$ cat src/bra_pkg.sv
// bra_pkg: shared types and constants for the bitmap run allocator
// depends on nothing
package bra_pkg;
  localparam int MaxDivisionsDefault = 1024;
  localparam int DivBytesMax = 4096;
  localparam logic [22:0] FreeMax = 23'h7FFFFF;

  typedef enum logic [2:0] {
    ST_OK      = 3'd0,
    ST_NOSPACE = 3'd1,
    ST_DOUBLE  = 3'd2,
    ST_OUTSIDE = 3'd3,
    ST_ZERO    = 3'd4
  } status_t;

  localparam logic [1:0] REG_BASE = 2'd0;
  localparam logic [1:0] REG_DIV  = 2'd1;
  localparam logic [1:0] REG_CNT  = 2'd2;

  // divider handshake between sequencer and shared divider
  typedef struct packed {
    logic        start;
    logic [31:0] dividend;
    logic [12:0] divisor;
  } div_req_t;

  typedef struct packed {
    logic        done;
    logic [31:0] quotient;
    logic [12:0] remainder;
  } div_rsp_t;
endpackage

$ cat src/bra_divider.sv
// bra_divider: shared restoring divider, one quotient bit per cycle
// depends on bra_pkg
module bra_divider
  import bra_pkg::*;
(
  input  logic     clk,
  input  logic     rst_n,
  input  div_req_t req,
  output div_rsp_t rsp
);
  logic [31:0] quo_r, quo_nxt;
  logic [13:0] rem_r, rem_nxt;
  logic [12:0] dsr_r;
  logic [5:0]  cnt_r, cnt_nxt;
  logic        busy_r, busy_nxt, done_r, done_nxt;
  logic [13:0] trial;

  always_comb begin
    quo_nxt  = quo_r;
    rem_nxt  = rem_r;
    cnt_nxt  = cnt_r;
    busy_nxt = busy_r;
    done_nxt = 1'b0;
    trial    = {rem_r[12:0], quo_r[31]};
    if (req.start) begin
      quo_nxt  = req.dividend;
      rem_nxt  = '0;
      cnt_nxt  = 6'd32;
      busy_nxt = 1'b1;
    end else if (busy_r) begin
      quo_nxt = {quo_r[30:0], 1'b0};
      if (trial >= {1'b0, dsr_r}) begin
        rem_nxt    = trial - {1'b0, dsr_r};
        quo_nxt[0] = 1'b1;
      end else begin
        rem_nxt = trial;
      end
      cnt_nxt = cnt_r - 6'd1;
      if (cnt_r == 6'd1) begin
        busy_nxt = 1'b0;
        done_nxt = 1'b1;
      end
    end
  end

  always_ff @(posedge clk) begin
    if (!rst_n) begin
      busy_r <= 1'b0;
      done_r <= 1'b0;
      cnt_r  <= '0;
    end else begin
      busy_r <= busy_nxt;
      done_r <= done_nxt;
      cnt_r  <= cnt_nxt;
    end
    quo_r <= quo_nxt;
    rem_r <= rem_nxt;
    if (req.start) dsr_r <= req.divisor;
  end

  assign rsp.done      = done_r;
  assign rsp.quotient  = quo_r;
  assign rsp.remainder = rem_r[12:0];

  property p_done_after_busy;
    @(posedge clk) disable iff (!rst_n) done_r |-> $past(busy_r);
  endproperty
  a_done_after_busy: assert property (p_done_after_busy) else $error("done without busy");

  property p_busy_count;
    @(posedge clk) disable iff (!rst_n) busy_r |-> cnt_r != 6'd0;
  endproperty
  a_busy_count: assert property (p_busy_count) else $error("busy with zero count");

  property p_start_busy;
    @(posedge clk) disable iff (!rst_n) req.start |=> busy_r;
  endproperty
  a_start_busy: assert property (p_start_busy) else $error("start did not raise busy");
endmodule
$ cat config.mk
export PLATFORM = sky130hd
export DESIGN_NAME = bra_divider
export DESIGN_NICKNAME = d
export VERILOG_FILES = /design/src/bra_pkg.sv /design/src/bra_divider.sv
export SDC_FILE = /design/constraint.sdc
export NUM_CORES = 1
export LEC_CHECK = 0
export ABC_AREA = 1
export BUFFER_PORTS_ARGS = -buffer_cell sky130_fd_sc_hd__buf_2
export CELL_PAD_IN_SITES_DETAIL_PLACEMENT = 1
export CELL_PAD_IN_SITES_GLOBAL_PLACEMENT = 1
export CORE_ASPECT_RATIO = 0.6
export CORE_MARGIN = 2
export CORE_UTILIZATION = 39
export CTS_CLUSTER_DIAMETER = 120
export DETAILED_ROUTE_END_ITERATION = 16
export PLACE_DENSITY = 0.79
export SLEW_MARGIN = 20
export SYNTH_ARGS = -nofsm -noshare
export SYNTH_HDL_FRONTEND = slang
export SYNTH_SLANG_ARGS = --single-unit
$ cat constraint.sdc
create_clock -name clk -period 2.6 [get_ports clk]
set_input_delay 0.39 -clock clk [delete_from_list [all_inputs] [get_ports clk]]
set_output_delay 0.39 -clock clk [all_outputs]
set_load 0.1 [all_outputs]
# Word level (Yosys, flattened, before mapping)
# Index checks and enable logic that the tools add are counted.
# op_classes
n_addsub	2
bitwise_logic	2
eq_ne	1
n_lt_le_gt_ge	1
n_mux	10
n_reduce_logical	3
# ops
op	n
32-bit 2-to-1 mux	2
14-bit by 13-bit >= comparator with 1-bit output	1
13-bit 2-to-1 mux	1
13-bit subtractor	1
6-bit 2-to-1 mux	2
6-bit by 1-bit == test with 1-bit output (second input constant)	1
6-bit by 1-bit subtractor with 6-bit output (second input constant)	1
1-bit 2-to-1 mux	5
3-bit OR reduction	1
1-bit NOT	2
2-bit nonzero test	1
2-bit OR reduction	1
# totals
output_inout_bits	46
ff_bits	66
inputBits	48

# Depth between registers and ports, before layout
# Gate-level depths: netlist (run 1).
# logic_depth
word_depth	4
mapped_depth	14
ltp_nobuf	13

# Worst setup path after synthesis (run 1)
# OpenSTA, ideal clock, no wires.
# synth_timing
path_kind	register -> register
start	register quo_r[31]
end	register quo_r[0] (data pin)
slack_ns	0.041
setup_time_ns	0.253
synth_period_minus_slack_ns	2.559
stages_incl_launch_ff	14
arrival_ns	2.307
path_cell_list	edfxtp_1 -> inv_1 -> ha_1 -> inv_1 -> fa_1 -> nand2_1 -> nand2_1 -> nand3_1 -> nand2_1 -> nand2_2 -> nand3_4 -> buf_12 -> nand2_1 -> nand2_1
# synth_via
elab_chain_cells	4
# synth_lines
element	line	rtl
start: declaration	bra_divider.sv:11	logic [31:0] quo_r, quo_nxt;
start signal: assignment	bra_divider.sv:56	quo_r <= quo_nxt;
14-bit by 13-bit >= comparator with 1-bit output	bra_divider.sv:32	if (trial >= {1'b0, dsr_r}) begin
1-bit 2-to-1 mux	bra_divider.sv:32	
32-bit 2-to-1 mux	bra_divider.sv:30	end else if (busy_r) begin
32-bit 2-to-1 mux	bra_divider.sv:25	if (req.start) begin
net quo_nxt[0]	bra_divider.sv:11	
# The timed path passes the listed nets, and every way through them passes these cells. The select of a mux whose other input is x is not followed.
# A chain may end at the register's enable or synchronous reset.

# Worst setup path in the final report (run 1)
# layout_timing
start	register quo_r[31]
end	register rem_r[0]
# layout_via
elab_chain_cells	2
word_cells_on_any_way	3
# layout_lines
element	line	rtl
13-bit subtractor / 14-bit by 13-bit >= comparator with 1-bit output (equally long branches)	bra_divider.sv:33, bra_divider.sv:32	
13-bit 2-to-1 mux *	bra_divider.sv:32	
end signal: assignment	bra_divider.sv:57	rem_r <= rem_nxt;
end: declaration	bra_divider.sv:12	logic [13:0] rem_r, rem_nxt;
# Every way passes the cells marked *; elsewhere a longest branch is shown, timed or not.

==> results of run 1 <==
flip-flops by register name, indices dropped and copies added, names as in the netlist:
signal	flops
dsr_r	13
rem_r	13
quo_r	32
done_r	1
busy_r	1
cnt_r	6
Yosys cell counts (all sizes together) (2+ instances only):
master	count
nand2	194
inv	70
edfxtp	45
nand3	34
dfxtp	21
nand4	20
nor2	20
ha	15
a21oi	10
buf	9
clkbuf	6
o21ai	6
xnor2	3
nor3	2
xor2	2
through the flow:
step / setup slack (ps) / hold slack [ps] / power [mW] / area, um^2
after floorplan: 40.68 / 450.1 / 1.878 / 3712
after global placement: 456.5 / 465.6 / 2.025 / 4310
after detailed placement: 360.4 / 483.7 / 2.044 / 4310
after CTS: 365.3 / 229.8 / 3.211 / 4591
after global routing: 148.6 / 218.7 / 3.329 / 4591
final: 344.8 / 239.5 / 3.188 / 4591
area by class of cell:
type,instances,area (um^2)
fillers,1175,4632
flip-flops and latches,66,1772
multi-input cells,311,1584
repair buffers,101,525.5
inverters,71,266.5
clock buffers,12,236.5
well taps,130,162.7
clock inverters,4,43.79
worst max-delay path, stage by stage (launching register included):
cell and delay (ps):
edfxtp_1 380, inv_1 90, ha_1 150, inv_1 70, fa_1 460, nand2_1 100, nand2_1 60, nand3_1 70
nand2_1 90, nand2_2 100, buf_4 210, nand4_1 130, nand3_1 110, o21ai_0 90
power by group:
part	internal [mW]	leakage (nW)	switching [mW]
sequential	1.22	0.627	0.0434
clock	0.736	0.138	0.428
combinational	0.145	1.62	0.618
path summary, 6_finish.rpt:
| path | cells after the start | to | from | slack [ps] |
|---|---|---|---|---|
| worst min-delay path | 1 | dsr_r[4] | req[4] | 240 |
| worst max-delay path | 13 | rem_r[0] | quo_r[31] | 340 |
| worst max register to register | 13 | rem_r[0] | quo_r[31] | 340 |
| worst min register to register | 2 | cnt_r[5] | cnt_r[5] | 490 |
cell usage in the layout, fill, tap and decap left out:
cell         n
nand2_1    186
buf_2       93
inv_1       67
edfxtp_1    45
nand3_1     25
dfxtp_1     21
nand4_1     19
nor2_1      15
ha_1        15
a21oi_1      9
clkbuf_16    9
nand2_2      8
nand3_2      8
buf_4        8
o21ai_0      4
nor2_2       3
inv_2        3
xnor2_1      3
clkbuf_1     3
clkinv_1     2
nor2_4       2
xor2_1       2
nor3_1       2
clkinv_2     2
a21oi_4      1
nand4_2      1
nand3_4      1
nor3b_1      1
a211oi_1     1
o21ai_1      1
o21ai_2      1
nor4_1       1
or2_2        1
fa_1         1
bufinv_16    1
kinds of logic (layout without fill, tap and decap cells):
| family | after synthesis | in the layout | share of synthesized area, % |
|---|---|---|---|
| AO/OA/AOI/OAI | 17 | 17 | 2.764 |
| XOR/XNOR | 5 | 5 | 1.180 |
| flip-flops | 66 | 66 | 47.72 |
| adder cells (fa/ha/maj) | 16 | 16 | 5.595 |
| AND/OR/NAND/NOR | 273 | 273 | 33.13 |
| buffers and inverters | 86 | 188 | 9.605 |
routing by layer:
layer	up-vias	wire length, um	global-route usage, %
met4	0	85	4.731
met5	-	0	0
met2	68	4848	34.61
met3	10	361	4.692
li1	1669	-	-
met1	1592	5534	31.57
==> impl_metrics.csv, run 1 <==
group,metric,value,unit
status,run_status,"finished, final reports clean",
die,dieArea,10340,um^2
die,io_pins,94,
layout,antenna_cells,0,
clocking,cts_setup_buffers,0,
global_routing,grt_pass1_wl,17.50,mm
clocking,cts_tree,"built",
power,peakVddDrop,0.4213,mV
layout,nNetsFinal,624,
layout,area_growth,23.66,%
job,cap_violations,0,
clocking,clk_latency,320,ps
global_routing,track_usage,22.11,%
layout,layout.cells.non_filler,695,
die,die_height,79.57,um
global_routing,grt_start_max_net_pins,34,
critical_path,crit_fanout,12,
global_routing,antenna_found_initial,0,
synthesis,async_flop_share,0,%
timing,period_share,86.74,%
synthesis,syn_area_per_cell,8.018,um^2
clocking,root_buffer,"clkbuf_16",
synthesis,ys.flop_type,"edfxtp_1",
place,dp_cells,679,
timing,fin_skew,5.497,ps
drt,drt_pass1_iterations,5,
drt,routed_wirelength,10.83,mm
clocking,numCtsBuffers,9,
timing,relSlewSlack,66.73,%
drt,wl_per_cell,15.58,um
critical_path,critPathRequiredTime,2800,ps
clocking,ctsResizeCount,0,
critical_path,worstSetupEndpointType,"flip-flop",
global_routing,grt.overflow.total,0,
worst_hold_path,min_path_type,"in2reg",
die,std_cell_rows,27,
clocking,cts_hold_buf,0,
clocking,clk_path_buf_depth,2,
synthesis,synth_top_cell_area_share,36.40,%
clocking,numClockSinks,66,
place,gp_congestion,0.8973,
drt,vias,3339,
synthesis,ys_seq_area_share,47.72,%
drt,viasPerCell,4.804,
synthesis,synth_cells,463,
synthesis,synth_area,3712,um^2
layout,drive_above_1_share,25.13,%
clocking,htreeDepth,3,
critical_path,arrival,2450,ps
timing,finalSetupViolCount,0,
synthesis,synth_top_cell_by_area,"edfxtp_1",
drt,drt-initial-drc-count,175,
power,power_density,694.5,nW/um^2
die,core_area,9223,um^2
timing,tightest_slew,502.6,ps
place,io_buffers,93,
global_routing,grt_pass1_vias,3453,
synthesis,ys_top_cells_by_area,"edfxtp_1, nand2_1, dfxtp_1, inv_1, ha_1",
synthesis,yosys_warnings,0,
critical_path,start_kind,"flip-flop",
timing,hold_viol,0,
drt,drc_errors,0,
timing,finalSetupTns,0,ps
timing,finalCriticalPeriod,2255,ps
layout,fin_util,49.78,%
critical_path,worstSetupPathType,"reg2reg",
synthesis,ys_types,33,
drt,antenna_left,0,
die,die_width,130.0,um
timing,rsz0062_at_grt,"no",
timing,final_max_slew_viol_count,0,
power,leakagePower,2.383,nW
timing,fmax,0.4434,GHz
synthesis,ys_seq_elements,66,
synthesis,syn_nets,527,
die,start_util,40.25,%
place,dp_hpwl,8.332,mm
synthesis,synth-edff-count,45,
clocking,clk_pin_slew,50,ps
No activity file was read; power rests on OpenSTA's default activity.
==> run 2: changes to the inputs <==
--- a/config.mk
+++ b/config.mk
@@ -11,10 +11,10 @@
 export CELL_PAD_IN_SITES_GLOBAL_PLACEMENT = 1
 export CORE_ASPECT_RATIO = 0.6
 export CORE_MARGIN = 2
-export CORE_UTILIZATION = 39
+export CORE_UTILIZATION = 35
 export CTS_CLUSTER_DIAMETER = 120
 export DETAILED_ROUTE_END_ITERATION = 16
-export PLACE_DENSITY = 0.79
+export PLACE_DENSITY = 0.74
 export SLEW_MARGIN = 20
 export SYNTH_ARGS = -nofsm -noshare
 export SYNTH_HDL_FRONTEND = slang
==> constraint.sdc (replaced) <==
create_clock -name clk -period 2 [get_ports clk]
set_input_delay 0.3 -clock clk [delete_from_list [all_inputs] [get_ports clk]]
set_output_delay 0.3 -clock clk [all_outputs]
set_load 0.1 [all_outputs]
==> run 2 against run 1 <==
Compared with the run above:
- final area up 6.7%
- cell count up 4.5%
- first-iteration DRC count down 29%
- flip-flop and latch count unchanged
- largest power group unchanged
- highest routed layer unchanged
==> impl_metrics.csv, run 2 (synthesis gave the netlist of run 1 again) <==
group,metric,value,unit
timing,hold_viol,0,
place,dp_hpwl,8.338,mm
worst_hold_path,hold_path.startpoint,"req[1]",
die,std_cell_rows,29,
clocking,numClockSinks,66,
global_routing,antenna_found_initial,0,
clocking,clk_pin_slew,60,ps
layout,largest_register,"quo_r",
critical_path,arrival,2190,ps
layout,antenna_cells,0,
clocking,cts_tree,"built",
critical_path,reg2reg_from,"dsr_r[8]",
status,run_status,"finished, final reports clean",
timing,finalSetupTns,0,ps
clocking,htreeDepth,3,
global_routing,grt_pass1_wl,18.09,mm
clocking,clk_latency,320,ps
drt,antenna_left,0,
clocking,clk_path_buf_depth,2,
clocking,root_buffer,"clkbuf_16",
die,dieArea,11470,um^2
clocking,cts_hold_buf,0,
timing,finalSetupViolCount,0,
critical_path,crit_chain,"inv_1 > ha_1 > nand2_2 > inv_2 > nand2_1 > nand2_1 > a21oi_4 > buf_6 > nand4_1 > nand3_1 > nand2_1",
drt,drt-initial-drc-count,125,
place,dp_cells,701,
die,core_area,10450,um^2
critical_path,cp.buffers_inverters,3,
die,io_pins,94,
critical_path,worstSetupEndpointType,"flip-flop",
timing,relSlewSlack,67.19,%
critical_path,crit_start,"dsr_r[8]",
timing,final_max_slew_viol_count,0,
worst_hold_path,min_path_type,"in2reg",
clocking,numCtsBuffers,9,
die,start_util,35.52,%
timing,fmax,0.5059,GHz
worst_hold_path,whs_path_depth,1,
layout,largest_reg_flops,32,
global_routing,track_usage,20.25,%
place,gp_congestion,0.9007,
critical_path,r2r_cells,11,
global_routing,grt.overflow.total,0,
layout,most-common-layout-cells,"nand2_1, buf_2, inv_1",
layout,layout.cells.non_filler,726,
global_routing,grt_start_max_net_pins,35,
drt,drt_pass1_iterations,4,
layout,nNetsFinal,646,
die,die_width,137.0,um
critical_path,r2r_slack,20,ps
power,power_density,876.2,nW/um^2
drt,routed_wirelength,11.37,mm
power,peakVddDrop,0.5259,mV
critical_path,cp_slowest_stage_delay,370,ps
critical_path,critical_path.most_common_cell,"nand2_1",
critical_path,worst-path-stages,11,
layout,area_growth,31.95,%
timing,finalCriticalPeriod,1977,ps
critical_path,critPathRequiredTime,2220,ps
layout,fin_util,46.88,%
layout,drive_above_1_share,31.18,%
critical_path,crit_fanout,12,
die,die_height,83.78,um
drt,drc_errors,0,
drt,vias,3468,
timing,fin_skew,10.15,ps
timing,rsz0062_at_grt,"yes",
layout,top_regs,"quo_r (32), dsr_r (13), rem_r (13)",
job,cap_violations,0,
timing,period_share,98.84,%
critical_path,worstSetupPathType,"reg2reg",
timing,tightest_slew,495.5,ps
critical_path,start_kind,"flip-flop",
drt,viasPerCell,4.777,
drt,wl_per_cell,15.66,um
critical_path,critical_path.top_delay_family,"simple AND/OR/NAND/NOR gates",
place,io_buffers,93,
layout,final_common_cell,"nand2_1",
global_routing,grt_pass1_vias,3530,
timing,whs,147.2,ps
power,leakagePower,2.537,nW
critical_path,critPathSlowestCell,"edfxtp_1",
run 2: cell count changes in the layout (fill, tap and decap cells not counted), moves of 3 or more:
cell | before | now
nand3_1 | 25 | 20
clkbuf_1 | 3 | 0
clkinvlp_4 | 0 | 3
buf_4 | 8 | 24
nand3_2 | 8 | 14
nand2_1 | 186 | 183
run 2: routing by layer:
layer	track usage [%]	wire, um	share of wire [%]	up-vias
li1	-	-	-	1719
met1	29.83	5805	51	1649
met2	30.66	4943	43	93
met3	5.039	562	4.9	7
met4	2.905	59	0.52	0
met5	0	0	0	-
run 2: power by group:
part	leakage (nW)	switching [mW]	total (mW)	internal, mW
registers	0.627	0.0586	1.64	1.58
logic	1.77	0.828	1.06	0.231
clock network	0.141	0.594	1.59	0.998
total	2.54	1.48	4.29	2.81
run 2: path summary, 6_finish.rpt:
path                                  end
worst max-delay path             rem_r[1]
worst min register to register  rem_r[11]
worst max register to register   rem_r[1]
worst min-delay path             dsr_r[1]
run 2: layout make-up:
| type | instances | area (um^2) |
|---|---|---|
| fill | 1285 | 5552 |
| sequential | 66 | 1773 |
| multi-input combinational | 312 | 1652 |
| timing repair buffer | 122 | 728.2 |
| inverter | 71 | 266.5 |
| clock buffer | 10 | 239.0 |
| tap | 139 | 173.9 |
| clock inverter | 6 | 66.31 |
run 2: timing repair:
action / in CTS / in global routing
gates cloned: 1 / 1
buffers inserted: 5 / 2
setup endpoints to repair: 12 / 14
resized for setup: 9 / 11
pin swaps: 8 / 6
run 2: per-stage QoR:
stage	total power, mW	worst slack, ps	area [um^2]
floorplan	2.442	-500.5	3716
detailed placement	2.682	-70.67	4436
global placement	2.661	42.41	4436
finish	4.292	23.24	4898
global route	4.458	-78.28	4898
CTS	4.313	-0.4947	4822
